[src/rtl/core/srdf_isqrt.sv]
// Pipelined integer square root, one root bit per stage.
module srdf_isqrt #(
    parameter int RW = 33
) (
    input  logic            i_clk,
    input  logic            i_en,
    input  logic [2*RW-1:0] i_rad,
    output logic [RW-1:0]   o_root
);
    logic [RW+1:0]   r_rem  [0:RW-1];
    logic [RW-1:0]   r_q    [0:RW-1];
    logic [2*RW-1:0] r_n    [0:RW-1];

    for (genvar k = 0; k < RW; k++) begin : g_stage
        logic [RW+1:0]   w_rem;
        logic [RW-1:0]   w_q;
        logic [2*RW-1:0] w_n;
        logic [RW+3:0]   w_r2;
        logic [RW+3:0]   w_trial;
        logic            w_ge;

        if (k == 0) begin : g_first
            assign w_rem = '0;
            assign w_q   = '0;
            assign w_n   = i_rad;
        end else begin : g_next
            assign w_rem = r_rem[k-1];
            assign w_q   = r_q[k-1];
            assign w_n   = r_n[k-1];
        end

        assign w_r2    = {w_rem, w_n[2*RW-1:2*RW-2]};
        assign w_trial = {2'b00, w_q, 2'b01};
        assign w_ge    = w_r2 >= w_trial;

        always_ff @(posedge i_clk) begin
            if (i_en) begin
                r_rem[k] <= w_ge ? (RW+2)'(w_r2 - w_trial) : (RW+2)'(w_r2);
                r_q[k]   <= {w_q[RW-2:0], w_ge};
                r_n[k]   <= {w_n[2*RW-3:0], 2'b00};
            end
        end
    end

    assign o_root = r_q[RW-1];

endmodule

[config.mk]
export PLATFORM = sky130hd
export DESIGN_NAME = srdf_isqrt
export DESIGN_NICKNAME = d
export VERILOG_FILES = /design/src/rtl/core/srdf_isqrt.sv
export SDC_FILE = /design/constraint.sdc
export NUM_CORES = 2
export LEC_CHECK = 0
export BUFFER_PORTS_ARGS = -buffer_cell sky130_fd_sc_hd__buf_2
export CAP_MARGIN = 0
export CORE_MARGIN = 4
export CORE_UTILIZATION = 52
export DETAILED_ROUTE_END_ITERATION = 12
export PLACE_DENSITY = 0.65
export SYNTH_ARGS = -nofsm -noshare
export SYNTH_HDL_FRONTEND = slang
export SYNTH_MEMORY_MAX_BITS = 65536
export SYNTH_SLANG_ARGS = --single-unit
[constraint.sdc]
create_clock -name i_clk -period 4.11 [get_ports i_clk]
set_input_delay 0.6165 -clock i_clk [delete_from_list [all_inputs] [get_ports i_clk]]
set_output_delay 0.6165 -clock i_clk [all_outputs]
set_load 0.005 [all_outputs]
---- After elaboration in Yosys (flattened, before gate mapping) ----
Memories as Yosys holds them, arrays and structs flattened.
Cells that the tools add are included.
W data, S select, Z words.
storage, ports and cells
  input port bits ......................... 68
  memories ................................ 3
  latch bits .............................. 0
  bits in writable memories ............... 4356
  bits in read-only memories .............. 0
  flip-flop bits (word level) ............. 0
  logic and storage cells ................. 104
  output and inout port bits .............. 33
memory list
  memory  words  width  read ports  clocked after Yosys merged registers in  wr ports  line  text
  r_n     33     64     32          0                                        33        12    logic [2*RW-1:0] r_n [0:RW-1];
  r_rem   33     35     32          0                                        33        10    logic [RW+1:0] r_rem [0:RW-1];
  r_q     33     33     33          0                                        33        11    logic [RW-1:0] r_q [0:RW-1];
operators by class
  order comparisons ....................... 33
  div/mod/pow operators ................... 0
  eq/ne operators ......................... 0
  bitwise gates (word level) .............. 0
  reductions and logical operators ........ 0
  add/subtract/negate cells ............... 33
  multiplexer cells ....................... 35
  $mul .................................... 0
  shift-type cells ........................ 0
operators with widths
  cell                   number
  $ge A37 B35 Y1         32
  $mux W35               33
  $sub A35 B35 Y35       32
  $sub A2 B1 Y3 const B  1
  $ge A2 B1 Y1 const B   1
  $mux W1                2

---- Logic depth before layout (Yosys ltp) ----
An unclocked memory read counts as a cell.
  depth after elaboration ................. 3
  depth in mapped cells ................... 14

---- Worst setup path after synthesis ----
OpenSTA, ideal clock, no wires.
  path type ............................... reg-to-reg
  from .................................... memory r_rem[0][770] in the netlist's numbering
  to ...................................... memory r_rem[0][820] in the netlist's numbering, data pin
  path buffers ............................ 3
  stages on the path, launching flop included .. 13
  arrival ................................. 3.048 ns
  clock period less this slack ............ 3.318 ns
  path slack .............................. 0.792 ns
  cells stage by stage .................... edfxtp_1 -> ha_1 -> o21a_1 -> o221ai_1 -> a211oi_1 -> and3_1 -> a211oi_1 -> o21ai_0 -> a41o_1 -> clkbuf_1 -> clkbuf_1 -> clkbuf_1 -> a21oi_1
RTL lines
  what                line
  start: declaration  10

==> reports/qor.csv <==
stage;metric;value;unit
drt;drt_iter0_drc;5959;
synthesis;synthTopCellsByCount;2684 x edfxtp_1, 765 x inv_1, 742 x nand2_1, 596 x ha_1, 568 x nor2_1;
synthesis;synth_seq_cells;2684;
synthesis;synth_nets;10500;
cells_and_area;nets;11000;
critical_path;required;4.74;ns
synthesis;synth_top_area_cell;edfxtp_1;
die;die_width;501;um
sta;fmaxAchievable;0.254;GHz
sta;final.min_clock_period;3.93;ns
critical_path;start_kind;flip-flop;
sta;slew_headroom;33.5;%
cells_and_area;drive_above_1_share;8.39;%
critical_path;cp_num_buf_inv;0;
sta;rsz0062_at_grt;false;
critical_path;crit_top_cell;a221oi_1;
grt;grt_pass1_wl;419000;um
sta;tns;0;ns
drt;post_drt_wl_per_cell;19.4;um
critical_path;path_depth;10;
power;peakVddDrop;0.485;mV
placed_design;post-dp-hpwl;193000;um
flow_run;drv_cap;0;
critical_path;crit_path_max_fanout;4;
critical_path;crit_type;flip-flop to flip-flop;
clock_network;path_clk_slew;0.06;ns
synthesis;synth-main-ff-cell;edfxtp_1;
power;p_per_area;562;mW/mm^2
die;die-area;0.251;sq mm
cells_and_area;fillers;19100;
drt;vias;77500;
sta;maxSlewViolCount;0;
cells_and_area;area_growth;12.5;%
clock_network;cts.sinks;2684;
synthesis;synth_edf_count;2684;
synthesis;yosysWarnings;0;
synthesis;synth_area_leaders;edfxtp_1 64%, ha_1 5.9%, xnor2_1 3.1%;
power;p_leak;54.0;nW
grt;grt_pass1_vias;76100;
synthesis;syn-mean-instance-area;12.8;sq um
clock_network;h-tree-depth;5;
synthesis;yosysUniqueCellTypes;96;
clock_network;cts_made_buffers;305;
sta;setup_viol;0;
worst_hold_path;hold_start;i_en;
drt;antenna_left;0;
power;total_power;79.7;mW
critical_path;slowest_delay;0.85;ns
cells_and_area;stdcell_area;0.142;sq mm
placed_design;port_buffers;100;
synthesis;netlist_instances;9884;
synthesis;synth_top_cell_area_share;63.9;%
worst_hold_path;hold_depth;1;
critical_path;startpoint;r_rem[0][1021]$_DFFE_PP_;
critical_path;critPathTopFamily;compound AO/OA/AOI/OAI gates;
synthesis;yosysSeqAreaShare;63.9;%
grt;grt_max_degree;119;
drt;drt_pass1_iterations;8;
critical_path;endpoint_kind;flip-flop;
grt;grt_usage;20.9;%
sta;finalHoldViolCount;0;
worst_hold_path;hold_path_class;primary input to flip-flop;
synthesis;async_reset_ff_share;0;%
clock_network;clk_path_buf_depth;4;
die;ios;101;
critical_path;r2r_start;r_rem[0][1021]$_DFFE_PP_;
grt;antenna_found_initial;3;
die;std_cell_rows;180;
placed_design;gp_congestion;0.901;
status;status;finished, final reports clean;
drt;drt-vias-per-instance;5.65;
drt;drc;0;
die;die_h;501;um
sta;worstMarginPinSlew;0.988;ns
synthesis;synth.most_common_cell;edfxtp_1;
critical_path;slowest_stage;a2111oi_0;
sta;fin_crit_sh;95.7;%
clock_network;clock_latency;0.94;ns
clock_network;clock-root-buffer;clkbuf_16;
die;start_util;52.4;%
critical_path;reg2reg_depth;10;
sta;fin_worst_skew;0.0943;ns
clock_network;cts_tree;done;
synthesis;syn_area;0.126;sq mm
critical_path;cp_cell_sequence;ha_1 > and3_1 > a221oi_1 > o21ai_0 > a2111oi_0 > nor2_1 > a221oi_1 > a21boi_0 > xnor2_1 > a21oi_1;
critical_path;arrival;4.56;ns
die;core_region_area;0.241;sq mm
drt;wirelength;267000;um
placed_design;placed_area;0.132;sq mm
grt;grt_overflow_total;0;
-- path summary, 6_finish.rpt --
path,to,slack [ns]
hold / removal,r_n[0][31]$_DFFE_PP_,0.16
setup reg to reg,r_rem[0][1077]$_DFFE_PP_,0.18
hold reg to reg,r_n[0][396]$_DFFE_PP_,0.37
setup / recovery,r_rem[0][1077]$_DFFE_PP_,0.18
-- report_power, final --
part	total [mW]	switching, mW	internal (mW)	leakage, nW
logic	16.6	9.72	6.86	23.6
clock network	26.1	10.6	15.5	4.66
registers	37.1	2.45	34.6	25.8
-- routing by layer --
layer / vias up / global-route usage (%) / part of all wire (%)
li1: 37500 / - / -
met1: 37500 / 27.6 / 43
met2: 1917 / 36.3 / 49
met3: 541 / 2.63 / 4.2
met4: 0 / 6.66 / 3.2
met5: - / 0 / 0
-- area by class of cell --
type                       count  area (sq um)  area share [%]
multi-input combinational   6225         42000            29.6
clock buffer                 337          7790            5.49
timing repair buffer         332          2890            2.03
inverter                     768          2880            2.03
clock inverter               185          1810            1.27
antenna                        2          5.00         0.00353
tap                         3185          3990            2.81
sequential                  2684         80600            56.8
-- sequential cells by signal, indices dropped and copies added, names as in the netlist --
register  cells
r_n        1056
r_q         561
r_rem      1067
-- kinds of logic after synthesis --
kind of cell / Yosys count / synth area share (%)
adders and majority gates: 596 / 5.91
DFF: 2684 / 63.9
AOI/OAI and AO/OA: 2034 / 10.0
muxes: 75 / 0.653
other: 1 / 0.00297
and+or+nand+nor: 2644 / 10.5
xor gates and xnor gates: 875 / 6.07
buffers and inverters: 975 / 2.94
-- cells in the final DEF, fill, tap and decap left out, types with 92 or more instances in the layout --
cell type,synthesis,layout
o21a_1,126,125
xnor2_1,449,449
nor3_1,234,233
inv_1,765,765
nand2_1,742,742
clkbuf_16,0,307
a21oi_1,566,564
nand3_1,180,179
or3_1,118,118
nor2b_1,92,92
nor4_1,125,123
edfxtp_1,2684,2684
xor2_1,426,426
buf_4,4,128
nor2_1,568,568
buf_2,7,99
a21o_1,253,253
o21ai_0,565,565
nand2b_1,118,118
nand4_1,123,123
ha_1,596,596
-- worst register-to-register path: cells and delay by family (launching register included) --
kind                       cells  cell delay [ns]
adders and majority gates      1             0.38
DFF                            1             0.42
xor gates and xnor gates       1             0.17
and+or+nand+nor                2             0.41
AOI/OAI and AO/OA              6             2.30
-- what timing repair did --
action / in CTS / in global routing
resized for setup: 0 / 0
hold buffers: 67 / 0
setup endpoints to repair: 0 / 0
buffers inserted: 0 / 0
endpoints found under the hold margin: 67 / 0
-- stage by stage --
stage	setup WS, ns	std cells	hold slack [ns]	util [%]
detailed placement	0.325	13100	0.405	54.6
global placement	0.443	13100	0.400	54.6
floorplan	0.792	9884	0.400	-
finish	0.176	13700	0.164	58.9
global route	0.0126	13700	0.137	58.9
CTS	0.314	13700	0.131	58.9
Note: power is estimated with default switching activity, not from simulation.
