<file path="src/rtl/core/srdf_pkg.sv">
// Shared constants for the damped spring force pipeline.
package srdf_pkg;

    localparam int UNIT_BITS = 30;
    localparam int CFG_IDX_W = 2;

    localparam logic [CFG_IDX_W-1:0] CFG_REST_LENGTH = 2'd0;
    localparam logic [CFG_IDX_W-1:0] CFG_STIFFNESS   = 2'd1;
    localparam logic [CFG_IDX_W-1:0] CFG_DAMPING     = 2'd2;
    localparam logic [CFG_IDX_W-1:0] CFG_ROPE_MODE   = 2'd3;

    localparam logic [31:0] DAMPING_RESET = 32'd5242880;

endpackage

</file>
<file path="src/rtl/core/srdf_udiv.sv">
// Pipelined fraction divider: floor(num * 2^UNIT_BITS / den) for num <= den.
module srdf_udiv #(
    parameter int NW = 33
) (
    input  logic                          i_clk,
    input  logic                          i_en,
    input  logic [NW-1:0]                 i_num,
    input  logic [NW-1:0]                 i_den,
    output logic [srdf_pkg::UNIT_BITS:0]  o_quo
);
    import srdf_pkg::*;

    localparam int QW = UNIT_BITS + 1;

    logic [NW-1:0] r_rem [0:QW-1];
    logic [NW-1:0] r_den [0:QW-1];
    logic [QW-1:0] r_quo [0:QW-1];

    for (genvar k = 0; k < QW; k++) begin : g_stage
        logic [NW:0]   w_r;
        logic [NW-1:0] w_den;
        logic [QW-1:0] w_quo;
        logic          w_ge;

        if (k == 0) begin : g_first
            assign w_r   = {1'b0, i_num};
            assign w_den = i_den;
            assign w_quo = '0;
        end else begin : g_next
            assign w_r   = {r_rem[k-1], 1'b0};
            assign w_den = r_den[k-1];
            assign w_quo = r_quo[k-1];
        end

        assign w_ge = w_r >= {1'b0, w_den};

        always_ff @(posedge i_clk) begin
            if (i_en) begin
                r_rem[k] <= w_ge ? NW'(w_r - {1'b0, w_den}) : NW'(w_r);
                r_den[k] <= w_den;
                r_quo[k] <= {w_quo[QW-2:0], w_ge};
            end
        end
    end

    assign o_quo = r_quo[QW-1];

endmodule

</file>
<file path="config.mk">
export PLATFORM = sky130hd
export DESIGN_NAME = srdf_udiv
export DESIGN_NICKNAME = d
export VERILOG_FILES = /design/src/rtl/core/srdf_pkg.sv /design/src/rtl/core/srdf_udiv.sv
export SDC_FILE = /design/constraint.sdc
export NUM_CORES = 2
export LEC_CHECK = 0
export BUFFER_PORTS_ARGS = -buffer_cell sky130_fd_sc_hd__buf_4
export CAP_MARGIN = 20
export CORE_UTILIZATION = 64
export DETAILED_ROUTE_END_ITERATION = 8
export HOLD_SLACK_MARGIN = 0.02
export PLACE_DENSITY_LB_ADDON = 0.12
export SYNTH_ARGS = -nofsm -noshare
export SYNTH_HDL_FRONTEND = slang
export SYNTH_SLANG_ARGS = --single-unit
</file>
<file path="constraint.sdc">
create_clock -name i_clk -period 6.7 [get_ports i_clk]
set_input_delay 1.34 -clock i_clk [delete_from_list [all_inputs] [get_ports i_clk]]
set_output_delay 1.34 -clock i_clk [all_outputs]
set_load 0.02 [all_outputs]
</file>
-- Word-level counts from Yosys, hierarchy flattened
Memories as Yosys holds them, arrays and structs flattened.
Index checks and enable logic that the tools add are counted.
Widths: inputs -> output; s select.
- add/sub/neg operators: 31
- $lt $le $gt $ge: 31
- multiplexer cells: 33
- operators by type and width (operator ; count):
    $mux 33 ; 31
    $sub 33x33->33 ; 31
    $ge 34x33->1 ; 30
    $ge 33x33->1 ; 1
    $mux 1 ; 2
- register bits: 0
- memory bits (writable): 3007
- input port bits: 68
- output and inout port bits: 31
- memories: 3
- memory list (name ; depth ; bits a word ; read ports ; clocked after Yosys merged registers in ; write ports ; line ; RTL):
    r_den ; 31 ; 33 ; 30 ; 0 ; 31 ; srdf_udiv.sv:16 ; logic [NW-1:0] r_den [0:QW-1];
    r_rem ; 31 ; 33 ; 30 ; 0 ; 31 ; srdf_udiv.sv:15 ; logic [NW-1:0] r_rem [0:QW-1];
    r_quo ; 31 ; 31 ; 31 ; 0 ; 31 ; srdf_udiv.sv:17 ; logic [QW-1:0] r_quo [0:QW-1];

-- Logic depth before layout (Yosys ltp)
An unclocked memory read counts as a cell.
- word-level depth: 3
- depth in mapped cells: 15

-- Worst setup path before layout
No wires, ideal clock.
- path kind: input -> register
- start: input port i_den[1]
- end: memory r_rem[0][10], data pin
- arrival time: 4.040 ns
- data required time: 6.438 ns
- slack: 2.398 ns
- cell stages on the path: 15
- buffers on the path: 3
- cell sequence: inv_1 > ha_1 > nor2b_1 > o21a_1 > o21a_1 > o31a_1 > nor4_2 > o31ai_1 > a31oi_2 > o21a_1 > buf_4 > o21a_1 > buf_4 > buf_6 > mux2_1
- RTL lines (element ; line ; RTL):
    start, declared ; srdf_udiv.sv:8 ; input logic [NW-1:0] i_den,
    end, declared ; srdf_udiv.sv:15 ;

==> results.py <==
metrics = {
    "place": {
        "dp.final_hpwl_mm": 253,
        "placed_cell_count": 15385,
        "placedInstanceArea_mm2": 0.144,
        "placement.io_buffers": 98,
        "place_congestion": 0.946,
    },
    "route": {
        "routed-via-count": 98350,
        "postRouteAntennaNets": 0,
        "aggregate_routed_wire_length_mm": 339,
        "detail_route.vias_per_cell": 6.19,
        "wl_per_cell_um": 21.3,
        "drc": 0,
        "dr.first_iter.drc_count": 9382,
        "drt_pre_antenna_iters": 8,
    },
    "global_route": {
        "overflow": 0,
        "via_count_of_the_first_global_routing_pass": 93882,
        "grt_max_degree": 215,
        "initial_antenna_violation_count": 8,
        "global_route.usage.total": 0.299,
        "grt_pass1_wl_mm": 524,
    },
    "finish": {
        "n_fill_cell": 15340,
        "layout.nets": 13938,
        "layout.cells.non_filler": 15879,
        "drive_gt1_frac": 0.0774,
        "areaGrowthSynthToFinish_pct": 9.10,
        "finish.instance_area_mm2": 0.153,
    },
    "cts": {
        "cts_max_path_bufs": 4,
        "number_of_buffers_created_by_cts": 282,
        "cts_post_setup_buffers_inserted": 0,
        "cts_resized": 0,
        "cts_tree": "yes",
        "ctsHoldBuffers": 0,
        "cts_root_buf": "sky130_fd_sc_hd__clkbuf_16",
        "ctsHtreeMaxLevel": 5,
        "worst_skew_pair.late_latency_ns": 0.95,
        "path_clk_slew_ns": 0.06,
        "clkSinkCount": 2476,
    },
    "yosys": {
        "synthCells": 12694,
        "synth.avg_cell_area_um2": 11.1,
        "yosys-top-cells-area": "sky130_fd_sc_hd__edfxtp_1, sky130_fd_sc_hd__ha_1, sky130_fd_sc_hd__a21oi_1",
        "synth_top_cell_area_share": 0.529,
        "part_of_the_yosys_area_used_for_sequential_elements": 0.529,
        "synth_top_flop_cell": "sky130_fd_sc_hd__edfxtp_1",
        "synth_warnings": 0,
        "yosys.cell_types.count": 106,
        "postSynth.asyncResetShare": 0,
        "most_area_hungry_cell_type_in_the_yosys_netlist": "sky130_fd_sc_hd__edfxtp_1",
        "postSynthNetCount": 13814,
        "edff_count_synth": 2476,
        "synth_top_cells_by_count": "sky130_fd_sc_hd__edfxtp_1, sky130_fd_sc_hd__inv_1, sky130_fd_sc_hd__a21oi_1",
        "ys_ff_latch": 2476,
        "netlist_area_mm2": 0.141,
        "yosysMostFrequentCell": "sky130_fd_sc_hd__edfxtp_1",
    },
    "worst_setup_path": {
        "worst-path-max-fanout": 30,
        "critPathLaunch": "r_den[13][0]$_DFFE_PP_",
        "crit_path_end_kind": "flop",
        "path_class": "reg2reg",
        "origin_of_the_critical_flop_to_flop_path": "r_den[13][0]$_DFFE_PP_",
        "arrival_ns": 5.20,
        "critical_path_required_ns": 7.35,
        "worstSetupStartpointType": "flop",
    },
    "floorplan": {
        "placeableCoreArea_mm2": 0.218,
        "die_width_um": 471,
        "ios": 99,
        "floorplan.initialDensity": 0.646,
        "die_height_um": 471,
        "std_cell_rows": 171,
        "die_area_mm2": 0.222,
    },
    "pwr": {
        "power-per-cell-area_mw_per_mm2": 509,
        "worst_ir_drop_vdd_mv": 0.499,
        "cellLeakagePower_uw": 0.0630,
    },
    "min_path": {
        "worst_hold_path_type": "reg2reg",
        "worstHoldStart": "r_quo[14][60]$_DFFE_PP_",
    },
    "sta": {
        "layout_worst_path_cycle_share": 0.680,
        "rsz0062_at_grt": "no",
        "slew_viol_final": 0,
        "final.setup_skew_ns": 0.0762,
        "finalWorstPathRequiredPeriod_ns": 4.55,
        "relSlewSlack": 0.231,
        "timing_hold_violations_final": 0,
        "fmax_mhz": 220,
        "timing.final.setup_violations": 0,
        "worst_slew_pin_slew_ns": 1.15,
        "final.setup.tns_ns": 0,
    },
    "job": {
        "max_cap_violations": 0,
    },
    "run_status": {
        "status": "complete, no violations",
    },
}
==> path summary, 6_finish.rpt <==
path / to / slack, ns / depth (start not counted)
max: r_rem[13][39]$_DFFE_PP_ / 2.15 / 11
min: r_quo[15][30]$_DFFE_PP_ / 0.39 / 0
max reg2reg: r_rem[13][39]$_DFFE_PP_ / 2.15 / 11
min reg2reg: r_quo[15][30]$_DFFE_PP_ / 0.39 / 0
==> placed cells by master (no fill, tap or decap), types with 33 or more instances in the layout <==
master / synthesis / routed
sky130_fd_sc_hd__buf_4: 11 / 152
sky130_fd_sc_hd__clkbuf_1: 247 / 42
sky130_fd_sc_hd__inv_1: 1294 / 1294
sky130_fd_sc_hd__nand3_1: 184 / 184
sky130_fd_sc_hd__nor2_1: 677 / 677
sky130_fd_sc_hd__o31ai_1: 118 / 118
sky130_fd_sc_hd__o21ai_0: 885 / 883
sky130_fd_sc_hd__clkinv_2: 0 / 49
sky130_fd_sc_hd__or3_1: 56 / 56
sky130_fd_sc_hd__nand4_1: 163 / 163
sky130_fd_sc_hd__xnor2_1: 462 / 462
sky130_fd_sc_hd__or2_2: 46 / 46
sky130_fd_sc_hd__a31oi_1: 107 / 105
sky130_fd_sc_hd__nand2_1: 1007 / 1007
sky130_fd_sc_hd__a211oi_1: 82 / 81
sky130_fd_sc_hd__o211ai_1: 66 / 66
sky130_fd_sc_hd__nor2b_1: 154 / 154
sky130_fd_sc_hd__a21oi_1: 1040 / 1039
sky130_fd_sc_hd__clkbuf_16: 0 / 288
sky130_fd_sc_hd__clkinv_1: 1 / 48
sky130_fd_sc_hd__and2_1: 54 / 54
sky130_fd_sc_hd__nor3_1: 153 / 153
sky130_fd_sc_hd__ha_1: 1022 / 1022
sky130_fd_sc_hd__and3_1: 109 / 109
sky130_fd_sc_hd__nor4_1: 35 / 35
sky130_fd_sc_hd__o21a_1: 151 / 150
sky130_fd_sc_hd__a21boi_0: 42 / 42
sky130_fd_sc_hd__o31a_1: 33 / 33
sky130_fd_sc_hd__xor2_1: 314 / 314
sky130_fd_sc_hd__o21bai_1: 157 / 157
sky130_fd_sc_hd__nand2b_1: 128 / 128
sky130_fd_sc_hd__mux2_2: 274 / 274
sky130_fd_sc_hd__a21o_1: 507 / 507
sky130_fd_sc_hd__edfxtp_1: 2476 / 2476
==> final cells by class <==
type,count,area [um2],share of cell area
flip-flops and latches,2476,74400,0.485
multi-input cells,8591,60200,0.392
clock buffers,330,7360,0.0480
inverters,1298,4870,0.0318
well taps,2854,3570,0.0233
clock inverters,157,1620,0.0106
repair buffers,169,1470,0.00961
diodes,4,10.0,0.0000652
==> registers in the layout (all words and copies together), names as in the netlist <==
register  flops
r_quo       496
r_den       990
r_rem       990
==> cells by family after synthesis <==
family | count (synthesis) | synth area share
AOI/OAI and AO/OA | 3545 | 0.159
and+or+nand+nor | 2873 | 0.0964
muxes | 345 | 0.0281
xor gates and xnor gates | 776 | 0.0483
DFF | 2476 | 0.529
adders and majority gates | 1052 | 0.0952
buffers and inverters | 1627 | 0.0447
==> worst max-delay path: stages, from the launching register on <==
cell                       delay (ns)
sky130_fd_sc_hd__edfxtp_1        0.45
sky130_fd_sc_hd__fa_1            0.46
sky130_fd_sc_hd__nor2b_1         0.21
sky130_fd_sc_hd__o31ai_2         0.12
sky130_fd_sc_hd__a311oi_1        0.69
sky130_fd_sc_hd__o211ai_1        0.24
sky130_fd_sc_hd__a31oi_1         0.45
sky130_fd_sc_hd__a211oi_1        0.20
sky130_fd_sc_hd__o21ai_1         0.17
sky130_fd_sc_hd__a211o_2         0.51
sky130_fd_sc_hd__buf_4           0.39
sky130_fd_sc_hd__mux2_2          0.38
==> per-stage QoR <==
step | hold slack, ns | util | total power (uW) | setup slack, ns
2_1_floorplan | 0.400 | - | 52700 | 2.40
3_3_place_gp | 0.400 | 0.663 | 61200 | 1.32
3_5_place_dp | 0.405 | 0.663 | 62100 | 1.29
4_1_cts | 0.394 | 0.704 | 77700 | 2.14
5_1_grt | 0.401 | 0.704 | 82800 | 1.75
6_report | 0.391 | 0.704 | 78100 | 2.15
==> where the power goes <==
group / internal [uW] / leakage (uW) / switching [uW]
combinational: 15400 / 0.0344 / 21300
clock: 9050 / 0.00439 / 6050
sequential: 23300 / 0.0242 / 2990
total: 47700 / 0.0630 / 30400
==> routing by layer <==
layer	share of wire	track usage	routed length, um
met1	0.44	0.417	147000
met2	0.46	0.485	157000
met3	0.067	0.0396	22800
met4	0.035	0.101	11800
met5	0.00017	0	59
(Power assumes the default switching activity.)
